File: src/design/rip_relative_reference_scanner_macros.svh
// ----------------------------------------------------------------------------
// rip-relative reference scanner assertion macros
// shared concurrent assertion forms, clocked on clk_i, disabled in reset
// ----------------------------------------------------------------------------
`ifndef RIP_RELATIVE_REFERENCE_SCANNER_MACROS_SVH
`define RIP_RELATIVE_REFERENCE_SCANNER_MACROS_SVH

// same-cycle implication
`define RRS_ASSERT_NOW(label, ante, cons) \
  label: assert property (@(posedge clk_i) disable iff (!rst_ni) (ante) |-> (cons)) \
    else $error("assertion failed");

// next-cycle implication
`define RRS_ASSERT_NEXT(label, ante, cons) \
  label: assert property (@(posedge clk_i) disable iff (!rst_ni) (ante) |=> (cons)) \
    else $error("assertion failed");

`endif

File: src/design/rrs_pkg.sv
// ----------------------------------------------------------------------------
// rrs_pkg
// types and opcode constants of the rip-relative reference scanner
// ----------------------------------------------------------------------------
`timescale 1ns / 1ps
`default_nettype none

package rrs_pkg;

  localparam int unsigned CFG_IDX_W    = 2;
  localparam int unsigned WINDOW_DEPTH = 6;

  localparam logic [7:0] OPC_GROUP5     = 8'hFF;
  localparam logic [7:0] MODRM_CALL_RIP = 8'h15;
  localparam logic [7:0] MODRM_JMP_RIP  = 8'h25;
  localparam logic [7:0] PFX_REX_W      = 8'h48;
  localparam logic [7:0] OPC_MOV_LOAD   = 8'h8B;
  localparam logic [7:0] MODRM_RIP_MASK = 8'hC7;
  localparam logic [7:0] MODRM_RIP      = 8'h05;

  localparam logic KIND_BRANCH = 1'b0;
  localparam logic KIND_MOV    = 1'b1;

  typedef enum logic [CFG_IDX_W-1:0] {
    CFG_SECTION_BASE = 2'd0,
    CFG_TARGET_BASE  = 2'd1,
    CFG_TARGET_SIZE  = 2'd2
  } cfg_reg_e;

  typedef struct packed {
    logic [63:0] section_base;
    logic [63:0] target_base;
    logic [63:0] target_end;
  } cfg_t;

  typedef struct packed {
    logic        kind;
    logic [63:0] start;
    logic [63:0] rel;
  } cand_t;

endpackage

`default_nettype wire

File: src/design/rrs_if.sv
// ----------------------------------------------------------------------------
// rrs channel interfaces
// code byte request, site result and configuration write channels
// ----------------------------------------------------------------------------
`timescale 1ns / 1ps
`default_nettype none

interface rrs_code_if;
  logic       valid;
  logic       ready;
  logic [7:0] code_byte;
  logic       section_end;
  modport source (output valid, code_byte, section_end, input ready);
  modport sink   (input valid, code_byte, section_end, output ready);
endinterface

interface rrs_site_if;
  logic        valid;
  logic        ready;
  logic [63:0] site_address;
  logic        site_kind;
  logic        run_last;
  modport source (output valid, site_address, site_kind, run_last, input ready);
  modport sink   (input valid, site_address, site_kind, run_last, output ready);
endinterface

interface rrs_cfg_if;
  import rrs_pkg::*;
  logic                 valid;
  logic                 ready;
  logic [CFG_IDX_W-1:0] index;
  logic [63:0]          data;
  modport source (output valid, index, data, input ready);
  modport sink   (input valid, index, data, output ready);
endinterface

`default_nettype wire

File: src/design/rrs_cfg_regs.sv
// ----------------------------------------------------------------------------
// rrs_cfg_regs
// configuration registers with the target range end kept precomputed
// ----------------------------------------------------------------------------
`timescale 1ns / 1ps
`default_nettype none

module rrs_cfg_regs (
  input  wire logic     clk_i,
  input  wire logic     rst_ni,
  rrs_cfg_if.sink       cfg_i,
  output rrs_pkg::cfg_t cfg_o
);
  import rrs_pkg::*;

  logic [63:0] section_base_q, section_base_d;
  logic [63:0] target_base_q, target_base_d;
  logic [63:0] target_size_q, target_size_d;
  logic [63:0] target_end_q, target_end_d;
  logic        wr;

  assign cfg_i.ready = 1'b1;
  assign wr          = cfg_i.valid;

  always_comb begin
    section_base_d = section_base_q;
    target_base_d  = target_base_q;
    target_size_d  = target_size_q;
    target_end_d   = target_end_q;
    if (wr) begin
      unique case (cfg_i.index)
        CFG_SECTION_BASE: section_base_d = cfg_i.data;
        CFG_TARGET_BASE: begin
          target_base_d = cfg_i.data;
          target_end_d  = cfg_i.data + target_size_q;
        end
        CFG_TARGET_SIZE: begin
          target_size_d = cfg_i.data;
          target_end_d  = target_base_q + cfg_i.data;
        end
        default: ;
      endcase
    end
  end

  always_ff @(posedge clk_i or negedge rst_ni) begin
    if (!rst_ni) begin
      section_base_q <= '0;
      target_base_q  <= '0;
      target_size_q  <= '0;
      target_end_q   <= '0;
    end else begin
      section_base_q <= section_base_d;
      target_base_q  <= target_base_d;
      target_size_q  <= target_size_d;
      target_end_q   <= target_end_d;
    end
  end

  assign cfg_o.section_base = section_base_q;
  assign cfg_o.target_base  = target_base_q;
  assign cfg_o.target_end   = target_end_q;

endmodule

`default_nettype wire

File: src/design/rrs_decode.sv
// ----------------------------------------------------------------------------
// rrs_decode
// byte window, section position and opcode match into the candidate register
// ----------------------------------------------------------------------------
`timescale 1ns / 1ps
`default_nettype none

`include "rip_relative_reference_scanner_macros.svh"

module rrs_decode #(
  parameter int unsigned OFFSET_BITS = 32
) (
  input  wire logic      clk_i,
  input  wire logic      rst_ni,
  rrs_code_if.sink       code_i,
  output rrs_pkg::cand_t cand_o,
  output logic           cand_valid_o,
  input  wire logic      cand_ready_i
);
  import rrs_pkg::*;

  logic [7:0]             win_q [WINDOW_DEPTH];
  logic [7:0]             win_d [WINDOW_DEPTH];
  logic [OFFSET_BITS-1:0] pos_q, pos_d;
  logic                   cand_v_q, cand_v_d;
  cand_t                  cand_q;

  logic                   load_en;
  logic                   accept;
  logic [31:0]            disp;
  logic                   mov_hit;
  logic                   ff_hit;
  logic [OFFSET_BITS-1:0] start;

  assign load_en      = !cand_v_q || cand_ready_i;
  assign code_i.ready = load_en;
  assign accept       = code_i.valid && load_en;

  assign disp = {code_i.code_byte, win_q[5], win_q[4], win_q[3]};

  assign mov_hit = (pos_q >= OFFSET_BITS'(6)) && (win_q[0] == PFX_REX_W) &&
                   (win_q[1] == OPC_MOV_LOAD) &&
                   ((win_q[2] & MODRM_RIP_MASK) == MODRM_RIP);
  assign ff_hit  = (pos_q >= OFFSET_BITS'(5)) && (win_q[1] == OPC_GROUP5) &&
                   ((win_q[2] == MODRM_CALL_RIP) || (win_q[2] == MODRM_JMP_RIP));
  assign start   = pos_q - (mov_hit ? OFFSET_BITS'(6) : OFFSET_BITS'(5));

  always_comb begin
    win_d    = win_q;
    pos_d    = pos_q;
    cand_v_d = cand_v_q;
    if (load_en) begin
      cand_v_d = accept && (mov_hit || ff_hit);
    end
    if (accept) begin
      if (code_i.section_end) begin
        for (int i = 0; i < WINDOW_DEPTH; i++) begin
          win_d[i] = '0;
        end
        pos_d = '0;
      end else begin
        for (int i = 0; i < WINDOW_DEPTH - 1; i++) begin
          win_d[i] = win_q[i+1];
        end
        win_d[WINDOW_DEPTH-1] = code_i.code_byte;
        if (pos_q != '1) begin
          pos_d = pos_q + OFFSET_BITS'(1);
        end
      end
    end
  end

  always_ff @(posedge clk_i or negedge rst_ni) begin
    if (!rst_ni) begin
      for (int i = 0; i < WINDOW_DEPTH; i++) begin
        win_q[i] <= '0;
      end
      pos_q    <= '0;
      cand_v_q <= 1'b0;
    end else begin
      win_q    <= win_d;
      pos_q    <= pos_d;
      cand_v_q <= cand_v_d;
    end
  end

  // start plus length is position plus one for both kinds
  always_ff @(posedge clk_i) begin
    if (accept) begin
      cand_q.kind  <= mov_hit ? KIND_MOV : KIND_BRANCH;
      cand_q.start <= 64'(start);
      cand_q.rel   <= 64'(pos_q) + 64'd1 + {{32{disp[31]}}, disp};
    end
  end

  assign cand_o       = cand_q;
  assign cand_valid_o = cand_v_q;

  `RRS_ASSERT_NEXT(a_end_clears_pos, accept && code_i.section_end, pos_q == '0)
  `RRS_ASSERT_NEXT(a_cand_holds, cand_v_q && !cand_ready_i, cand_v_q && $stable(cand_q))
  `RRS_ASSERT_NOW(a_kinds_exclusive, 1'b1, !(mov_hit && ff_hit))

endmodule

`default_nettype wire

File: src/design/rrs_resolve.sv
// ----------------------------------------------------------------------------
// rrs_resolve
// target address sum, range check and result register
// ----------------------------------------------------------------------------
`timescale 1ns / 1ps
`default_nettype none

`include "rip_relative_reference_scanner_macros.svh"

module rrs_resolve (
  input  wire logic      clk_i,
  input  wire logic      rst_ni,
  input  rrs_pkg::cfg_t  cfg_i,
  input  rrs_pkg::cand_t cand_i,
  input  wire logic      cand_valid_i,
  output logic           cand_ready_o,
  rrs_site_if.source     site_o
);
  import rrs_pkg::*;

  logic        sum_v_q;
  logic        sum_kind_q;
  logic [63:0] sum_target_q;
  logic [63:0] sum_addr_q;
  logic        out_v_q, out_v_d;
  logic        out_kind_q;
  logic [63:0] out_addr_q;
  logic        out_free;
  logic        sum_en;
  logic        in_range;

  assign out_free     = !out_v_q || site_o.ready;
  assign sum_en       = !sum_v_q || out_free;
  assign cand_ready_o = sum_en;

  assign in_range = (sum_target_q >= cfg_i.target_base) &&
                    (sum_target_q < cfg_i.target_end);

  always_comb begin
    out_v_d = out_v_q;
    if (out_free) begin
      out_v_d = sum_v_q && in_range;
    end
  end

  always_ff @(posedge clk_i or negedge rst_ni) begin
    if (!rst_ni) begin
      sum_v_q <= 1'b0;
      out_v_q <= 1'b0;
    end else begin
      if (sum_en) begin
        sum_v_q <= cand_valid_i;
      end
      out_v_q <= out_v_d;
    end
  end

  always_ff @(posedge clk_i) begin
    if (sum_en && cand_valid_i) begin
      sum_kind_q   <= cand_i.kind;
      sum_target_q <= cfg_i.section_base + cand_i.rel;
      sum_addr_q   <= cfg_i.section_base + cand_i.start;
    end
    if (out_free && sum_v_q) begin
      out_kind_q <= sum_kind_q;
      out_addr_q <= sum_addr_q;
    end
  end

  assign site_o.valid        = out_v_q;
  assign site_o.site_address = out_addr_q;
  assign site_o.site_kind    = out_kind_q;
  assign site_o.run_last     = 1'b1;

  `RRS_ASSERT_NEXT(a_cand_taken, cand_valid_i && sum_en, sum_v_q)
  `RRS_ASSERT_NOW(a_out_from_sum, $rose(out_v_q), $past(sum_v_q))

endmodule

`default_nettype wire

File: src/design/rip_relative_reference_scanner.sv
// ----------------------------------------------------------------------------
// rip_relative_reference_scanner
// finds rip-relative call/jmp and mov loads whose target lies in a range
// ----------------------------------------------------------------------------
// code_i takes one code byte per request, section_end on the final byte of a
// section; site_o returns the start address of each matching instruction,
// at most one per byte, so run_last is always set. the user must write
// section_base, target_base and target_size over cfg_i only while no byte is
// in flight; the block does not enforce it. an instruction is detected on
// the request that carries its last byte. site_o.valid rises after the byte
// passes the candidate, address sum and result registers. throughput: one
// byte per cycle while site_o does not stall, set by the three-register
// pipeline with a single 64-bit add or compare pair per stage.
// reset clears the byte window, the position, the configuration registers and
// all valid flags. when site_o stalls, the result register holds and the two
// stages behind it keep filling; code_i.ready drops only when every stage is
// full.
// ----------------------------------------------------------------------------
`timescale 1ns / 1ps
`default_nettype none

module rip_relative_reference_scanner #(
  parameter int unsigned OFFSET_BITS = 32
) (
  input  wire logic  clk_i,
  input  wire logic  rst_ni,
  rrs_code_if.sink   code_i,
  rrs_cfg_if.sink    cfg_i,
  rrs_site_if.source site_o
);
  import rrs_pkg::*;

  cfg_t  cfg;
  cand_t cand;
  logic  cand_valid;
  logic  cand_ready;

  rrs_cfg_regs u_cfg (
    .clk_i  (clk_i),
    .rst_ni (rst_ni),
    .cfg_i  (cfg_i),
    .cfg_o  (cfg)
  );

  rrs_decode #(
    .OFFSET_BITS (OFFSET_BITS)
  ) u_decode (
    .clk_i        (clk_i),
    .rst_ni       (rst_ni),
    .code_i       (code_i),
    .cand_o       (cand),
    .cand_valid_o (cand_valid),
    .cand_ready_i (cand_ready)
  );

  rrs_resolve u_resolve (
    .clk_i        (clk_i),
    .rst_ni       (rst_ni),
    .cfg_i        (cfg),
    .cand_i       (cand),
    .cand_valid_i (cand_valid),
    .cand_ready_o (cand_ready),
    .site_o       (site_o)
  );

endmodule

`default_nettype wire
File: src/flat_wrapper.sv
// flat-port wrapper written by rule: the top's interface ports become plain ports
module rip_relative_reference_scanner_flat import rrs_pkg::*;
#(
  parameter int unsigned OFFSET_BITS = 32
)
  (clk_i, rst_ni, code_i_valid, code_i_code_byte, code_i_section_end, code_i_ready, cfg_i_valid, cfg_i_index, cfg_i_data, cfg_i_ready, site_o_valid, site_o_site_address, site_o_site_kind, site_o_run_last, site_o_ready);
  rrs_code_if code_i_i ();
  rrs_cfg_if cfg_i_i ();
  rrs_site_if site_o_i ();
  input  wire logic clk_i;
  input  wire logic rst_ni;
  input wire logic [$bits(code_i_i.valid)-1:0] code_i_valid;
  input wire logic [$bits(code_i_i.code_byte)-1:0] code_i_code_byte;
  input wire logic [$bits(code_i_i.section_end)-1:0] code_i_section_end;
  output wire logic [$bits(code_i_i.ready)-1:0] code_i_ready;
  input wire logic [$bits(cfg_i_i.valid)-1:0] cfg_i_valid;
  input wire logic [$bits(cfg_i_i.index)-1:0] cfg_i_index;
  input wire logic [$bits(cfg_i_i.data)-1:0] cfg_i_data;
  output wire logic [$bits(cfg_i_i.ready)-1:0] cfg_i_ready;
  output wire logic [$bits(site_o_i.valid)-1:0] site_o_valid;
  output wire logic [$bits(site_o_i.site_address)-1:0] site_o_site_address;
  output wire logic [$bits(site_o_i.site_kind)-1:0] site_o_site_kind;
  output wire logic [$bits(site_o_i.run_last)-1:0] site_o_run_last;
  input wire logic [$bits(site_o_i.ready)-1:0] site_o_ready;
  assign code_i_i.valid = code_i_valid;
  assign code_i_i.code_byte = code_i_code_byte;
  assign code_i_i.section_end = code_i_section_end;
  assign code_i_ready = code_i_i.ready;
  assign cfg_i_i.valid = cfg_i_valid;
  assign cfg_i_i.index = cfg_i_index;
  assign cfg_i_i.data = cfg_i_data;
  assign cfg_i_ready = cfg_i_i.ready;
  assign site_o_valid = site_o_i.valid;
  assign site_o_site_address = site_o_i.site_address;
  assign site_o_site_kind = site_o_i.site_kind;
  assign site_o_run_last = site_o_i.run_last;
  assign site_o_i.ready = site_o_ready;
  rip_relative_reference_scanner #(.OFFSET_BITS(OFFSET_BITS)) u_core (.clk_i(clk_i), .rst_ni(rst_ni), .code_i(code_i_i), .cfg_i(cfg_i_i), .site_o(site_o_i));
endmodule
File: config.mk
export PLATFORM = sky130hd
export DESIGN_NAME = rip_relative_reference_scanner_flat
export DESIGN_NICKNAME = d
export VERILOG_FILES = /design/src/design/rrs_pkg.sv /design/src/design/rrs_if.sv /design/src/design/rrs_cfg_regs.sv /design/src/design/rrs_decode.sv /design/src/design/rrs_resolve.sv /design/src/design/rip_relative_reference_scanner.sv /design/src/flat_wrapper.sv
export VERILOG_INCLUDE_DIRS = /design/src /design/src/design
export SDC_FILE = /design/constraint.sdc
export NUM_CORES = 1
export LEC_CHECK = 0
export ABC_AREA = 1
export BUFFER_PORTS_ARGS = -buffer_cell sky130_fd_sc_hd__buf_2
export CAP_MARGIN = 10
export CORE_MARGIN = 2
export CORE_UTILIZATION = 35
export CTS_CLUSTER_DIAMETER = 200
export DETAILED_ROUTE_END_ITERATION = 7
export GPL_TIMING_DRIVEN = 1
export PLACE_DENSITY = 0.6
export SLEW_MARGIN = 20
export SYNTH_ARGS = -nofsm -noshare
export SYNTH_HDL_FRONTEND = slang
export SYNTH_SLANG_ARGS = --single-unit
File: constraint.sdc
create_clock -name clk_i -period 7.2 [get_ports clk_i]
set_input_delay 1.44 -clock clk_i [delete_from_list [all_inputs] [get_ports clk_i]]
set_output_delay 1.44 -clock clk_i [all_outputs]
set_load 0.01 [all_outputs]
==> impl_metrics.tcl, run 1 <==
set metrics [dict create \
    outcome "finished, final reports clean" \
    place_congestion 1.031 \
    ant_nets 0 \
    cts_resized 0 \
    dieArea_sq_mm 0.1227 \
    drtPass1Iterations 6 \
    postCtsSetupRepairBufs 0 \
    hp-start "u_core.u_resolve.sum_addr_q[33]$_DFFE_PP_" \
    multi_input_area_sq_mm 0.02181 \
    synth_enable_flop_cells 262 \
    ff_latch_area_sq_mm 0.01635 \
    numPortBuffers 146 \
    hp-class "flop to flop" \
    critical_path_arrival_ns 5.00 \
    dp_hpwl_mm 131.6 \
    cts_buffer_depth 3 \
    yosysMostFrequentCell "nand2_1" \
    die_h_microns 350.2 \
    drive_gt1_share_pct 6.033 \
    fin_util_pct 39.41 \
    grt_max_degree 131 \
    powerDensity_mw_per_mm2 256.2 \
    cts_tree "yes" \
    finalSetupViolCount 0 \
    clockRootBuffer "clkbuf_16" \
    worstMarginPinSlew_ns 1.121 \
    grt_pass1_vias 36380 \
    wl_per_cell_microns 21.08 \
    maxCapViolations 0 \
    yosysTopAreaCellShare_pct 20.22 \
    grt_pass1_wl_mm 232.1 \
    synth_area_leader_cell "dfrtp_1" \
    r2r_start "u_core.u_decode.pos_q[1]$_DFFE_PN0P_" \
    syn_avg_cell_area_sq_um 7.327 \
    crit_type "primary input to flop" \
    clkTransAtPathRegs_ns 0.07 \
    synth_cells 5726 \
    ctsHoldBuffers 0 \
    worstSkewPairLatency_ns 0.67 \
    ys_types 57 \
    cp-start-kind "primary input" \
    startpoint "cfg_i_index[0]" \
    grtUsageTotal_pct 25.58 \
    layout.nets 6286 \
    ys_ff_latch 601 \
    routed_wl_mm 159.1 \
    fin_crit_sh_pct 62.11 \
    synthTopCellsByArea "dfrtp_1 (20%), edfxtp_1 (19%), nand2_1 (14%)" \
    rsz0062_at_grt "false" \
    yosysWarnings 0 \
    row_count 127 \
    gr-total-overflow 0 \
    whs_ns 0.4173 \
    worstPathRequired_ns 7.73 \
    tns_ns 0 \
    ys.flop_type "dfrtp_1" \
    synth_common_cells "nand2_1 (1601), inv_1 (893), nor2_1 (595)" \
    end_kind "flop" \
    io_pins 149 \
    seq_area_frac_synth_pct 38.97 \
    vias 38510 \
    core_area_sq_mm 0.1195 \
    skew_ns 0.04676 \
    leakage_nw 22.67 \
    hold_viol 0 \
    fill_cells 12650 \
    antenna_found_initial 2 \
    ys_async_sr_fraction_pct 56.41 \
    final_max_slew_viol_count 0 \
    drc 0 \
    cts_buffers 73 \
    drt_iter0_drc 3121 \
    peakVddDrop_uv 161.2 \
    relSlewSlack_pct 25.27 \
    viasPerCell 5.102 \
    cts_max_level 3 \
    syn_to_final_growth_pct 12.25 \
    netlist_area_sq_mm 0.04196 \
    die_w_microns 350.2 \
    cts.sinks 601 \
    fmaxAchievable_mhz 223.6 \
    start_util_pct 35.11 \
    fin_crit_ns 4.472 \
    path_max_fanout 60 \
]
-- power by group --
group          switching, mW  internal [mW]
registers              0.441           3.99
clock network           1.61           2.33
logic                   2.54           1.15
total                   4.59           7.47
-- worst paths after layout --
check | to | slack [ns] | cells after the start
max in group asynchronous | u_core.u_cfg.section_base_q[12]$_DFFE_PN0P_ | 5.20 | 2
setup / recovery | u_core.u_cfg.target_end_q[24]$_DFFE_PN0P_ | 2.73 | 15
hold reg to reg | u_core.u_resolve.site_o.site_address[33]$_DFFE_PP_ | 0.42 | 0
hold / removal | u_core.u_resolve.site_o.site_address[33]$_DFFE_PP_ | 0.42 | 0
setup reg to reg | u_core.u_decode.cand_o[33]$_DFFE_PP_ | 2.97 | 20
min in group asynchronous | u_core.u_cfg.target_end_q[62]$_DFFE_PN0P_ | 0.72 | 1
-- routing by layer --
| layer | up-vias | track usage, % | wire length, microns |
|---|---|---|---|
| li1 | 18830 | - | - |
| met1 | 18190 | 35.17 | 71080 |
| met2 | 1264 | 40.64 | 70900 |
| met3 | 231 | 3.192 | 9828 |
| met4 | 2 | 10.58 | 7302 |
| met5 | - | 0 | 13 |
-- per-stage QoR --
step / worst slack, ns / instances / total power [mW] / cell area (sq um)
finish: 2.728 / 7547 / 12.07 / 47100
global route: 2.522 / 7546 / 12.72 / 47090
CTS: 2.768 / 7546 / 12.10 / 47090
detailed placement: 2.063 / 7410 / 8.106 / 44520
global placement: 2.105 / 7410 / 8.087 / 44520
floorplan: 2.188 / 5727 / 6.632 / 41960
-- cell families (layout without fill, tap and decap cells) --
| family | after synthesis | after routing | synth area share, % |
|---|---|---|---|
| AND/OR/NAND/NOR | 2689 | 2689 | 26.13 |
| multiplexers | 1 | 1 | 0.02684 |
| buffers and inverters | 1002 | 1209 | 9.155 |
| AO/OA/AOI/OAI | 922 | 922 | 11.99 |
| adder cells (fa/ha/maj) | 333 | 333 | 10.02 |
| flip-flops | 601 | 601 | 38.97 |
| other | 1 | 3 | 0.008938 |
| XOR/XNOR | 177 | 177 | 3.695 |
-- layout by cell type, fill, tap and decap left out, types with 14 or more instances in the layout --
cell / Yosys / routed
a21o_1: 16 / 16
a21oi_1: 363 / 363
buf_2: 5 / 145
buf_4: 7 / 23
clkbuf_1: 68 / 14
clkbuf_16: 0 / 76
dfrtp_1: 339 / 339
edfxtp_1: 262 / 262
ha_1: 328 / 327
inv_1: 893 / 892
nand2_1: 1601 / 1597
nand3_1: 270 / 270
nand3b_1: 15 / 15
nand4_1: 64 / 64
nor2_1: 595 / 594
nor3_1: 78 / 78
nor4_1: 25 / 25
o21ai_0: 421 / 421
o21bai_1: 37 / 37
o22ai_2: 20 / 20
o31ai_1: 17 / 17
xnor2_1: 40 / 40
xor2_1: 137 / 137
-- flip-flops by register name (all words and copies together), names as in the netlist, 32 cells and up --
| name | flops |
|---|---|
| u_core.u_decode.pos_q | 32 |
| u_core.u_resolve.sum_target_q | 64 |
| u_core.u_cfg.target_size_q | 64 |
| u_core.u_cfg.section_base_q | 64 |
| u_core.u_cfg.target_end_q | 64 |
| u_core.u_resolve.site_o.site_address | 64 |
| u_core.u_cfg.target_base_q | 64 |
| u_core.u_resolve.sum_addr_q | 64 |
| u_core.u_decode.cand_o | 68 |
-- worst max-delay path, cell delays in order --
cell,delay [ns]
buf_2,0.11
inv_1,0.12
ha_4,0.56
mux2_2,0.41
ha_1,0.30
fa_1,0.50
nand3_1,0.10
nand3_1,0.27
nand2_1,0.14
nand3_1,0.21
nand2_1,0.12
nand3_1,0.18
or2_2,0.32
nand3_1,0.06
o21ai_0,0.09
-- cell type report --
type                            count  share of cell area [%]
Multi-Input combinational cell   4124                   46.32
Sequential cell                   601                   34.72
Inverter                          902                   7.200
Clock buffer                       97                   4.354
Tap cell                         1612                   4.283
Timing Repair Buffer              171                   2.024
Clock inverter                     39                   1.100
Antenna cell                        1                0.005313
No activity file was read; power rests on OpenSTA's default activity.
==> inputs of run 2 (changes only) <==
==> constraint.sdc (replaced) <==
create_clock -name clk_i -period 4.7 [get_ports clk_i]
set_input_delay 0.94 -clock clk_i [delete_from_list [all_inputs] [get_ports clk_i]]
set_output_delay 0.94 -clock clk_i [all_outputs]
set_load 0.01 [all_outputs]
==> impl_metrics.tcl, run 2 (same netlist as run 1, synthesis figures left out) <==
set metrics [dict create \
    pwr-share-comb_pct 30.6 \
    reg2reg_to "u_core.u_decode.cand_o[29]$_DFFE_PP_" \
    layout.nets 6297 \
    crit_path_frequent_cell "inv_1" \
    cts_buffers 72 \
    clockRootBuffer "clkbuf_16" \
    dp_hpwl_mm 129.2 \
    endpoint "u_core.u_decode.cand_o[29]$_DFFE_PP_" \
    cts_buffer_depth 3 \
    fmaxAchievable_mhz 251.4 \
    multi_input_area_sq_mm 0.02181 \
    p_int_mw 11.40 \
    critical_path_arrival_ns 4.46 \
    routed_wl_mm 157.0 \
    path_cells "ha_1, nand2_1, inv_1, nand3_4, nor2_2, nand2_2, nor2_4, nand2_2, nor2_2, xor2_1, inv_1, ha_1, nand2_1, nor2_1, inv_1, nor3_1, nand3_1, nand3_1, xor2_1" \
    cts_resized 0 \
    place_ws_ns 0.4132 \
    die_h_microns 350.2 \
    powerDensity_mw_per_mm2 388.7 \
    rrSetupSlack_ns 0.72 \
    fill_cells 12540 \
    ctsHoldBuffers 0 \
    path_max_fanout 7 \
    die_w_microns 350.2 \
    startpoint "u_core.u_decode.pos_q[1]$_DFFE_PN0P_" \
    fin_ws_ns 0.7218 \
    skew_ns 0.03638 \
    final_max_slew_viol_count 0 \
    start_util_pct 35.11 \
    cts_max_level 3 \
    reg2regPathDepth 19 \
    ff_latch_area_sq_mm 0.01635 \
    final_area_sq_mm 0.04713 \
    maxCapViolations 0 \
    vias 38540 \
    cp.buffers_inverters 3 \
    io_pins 149 \
    pwr-share-clk_pct 32.6 \
    end_kind "flop" \
    hold_viol 0 \
    grt_pass1_vias 36430 \
    fin_crit_sh_pct 84.64 \
    cts_tree "yes" \
    worstPathRequired_ns 5.18 \
    layout.cells.non_filler 7554 \
    leakage_nw 22.70 \
    slowest_delay_ns 0.50 \
    fin_crit_ns 3.978 \
    ant_nets 0 \
    clkTransAtPathRegs_ns 0.06 \
    grt_pass1_wl_mm 230.3 \
    layout_common_cells "nand2_1 (1597), inv_1 (892), nor2_1 (594), o21ai_0 (421), a21oi_1 (363)" \
    numPortBuffers 146 \
    cp.depth 19 \
    antenna_found_initial 1 \
    crit_slowest_cell "dfrtp_1" \
    drtPass1Iterations 6 \
    cts.sinks 601 \
    r2r_start "u_core.u_decode.pos_q[1]$_DFFE_PN0P_" \
    num_antenna_cells 0 \
    place_congestion 0.9926 \
    syn_to_final_growth_pct 12.33 \
    relSlewSlack_pct 28.32 \
    cp-start-kind "flop" \
    largest_reg_flops 68 \
    gr-total-overflow 0 \
    grtUsageTotal_pct 25.30 \
    tns_ns 0 \
    viasPerCell 5.102 \
    place_inst 7422 \
    outcome "finished, final reports clean" \
    row_count 127 \
    rsz0062_at_grt "false" \
    worstMarginPinSlew_ns 1.074 \
    dieArea_sq_mm 0.1227 \
    grt_max_degree 94 \
    whs_ns 0.2392 \
    drt_iter0_drc 3481 \
    peakVddDrop_uv 303.2 \
    pwr-share-seq_pct 36.9 \
    worstSkewPairLatency_ns 0.68 \
    wl_per_cell_microns 20.78 \
    core_area_sq_mm 0.1195 \
    critical_path.top_delay_family "simple AND/OR/NAND/NOR gates" \
    crit_type "flop to flop" \
    finalSetupViolCount 0 \
    drc 0 \
    drive_gt1_share_pct 6.160 \
    layout_commonest_cell "nand2_1" \
    p_switching_mw 6.921 \
    place_area_sq_mm 0.04464 \
    sw_frac_of_total_pct 37.78 \
    hp-class "primary input to asynchronous set/reset pin" \
    postCtsSetupRepairBufs 0 \
]
==> run 2: worst min path at each step <==
stage,start,end,depth (start not counted)
5_1_grt,rst_ni,u_core.u_cfg.target_size_q[57]$_DFFE_PN0P_,1
4_1_cts,rst_ni,u_core.u_cfg.target_size_q[57]$_DFFE_PN0P_,1
2_1_floorplan,u_core.u_resolve.sum_addr_q[0]$_DFFE_PP_,u_core.u_resolve.site_o.site_address[0]$_DFFE_PP_,0
3_5_place_dp,u_core.u_resolve.sum_addr_q[15]$_DFFE_PP_,u_core.u_resolve.site_o.site_address[15]$_DFFE_PP_,0
6_report,rst_ni,u_core.u_cfg.target_size_q[57]$_DFFE_PN0P_,1
3_3_place_gp,u_core.u_resolve.sum_addr_q[55]$_DFFE_PP_,u_core.u_resolve.site_o.site_address[55]$_DFFE_PP_,0
==> run 2: cell type report <==
cell class,count,area share [%]
Timing Repair Buffer,183,2.267
Clock buffer,97,4.306
Multi-Input combinational cell,4124,46.28
Sequential cell,601,34.70
Clock inverter,35,0.9717
Tap cell,1612,4.280
Inverter,902,7.195
==> run 2: routing by layer <==
metal  vias up  GRT usage (%)  share of wire (%)
li1      18860              -                  -
met3       257          3.133                6.2
met2      1296          39.77                 44
met4         0          12.16                5.3
met5         -              0                  0
met1     18130          34.50                 45
==> run 2: stage by stage <==
step	utilization [%]	total power, mW
after global routing	39.44	19.32
after global placement	37.36	12.27
final	39.44	18.32
after detailed placement	37.36	12.32
after CTS	39.44	18.36
after floorplan	-	10.16
==> run 2: power groups by stage <==
stage / sequential [mW] / combinational (mW) / clock (mW)
2_1_floorplan: 6.46 / 3.70 / 0
3_3_place_gp: 6.82 / 5.45 / 0
3_5_place_dp: 6.82 / 5.51 / 0
4_1_cts: 6.73 / 5.54 / 6.09
5_1_grt: 6.77 / 6.29 / 6.26
6_report: 6.75 / 5.60 / 5.96
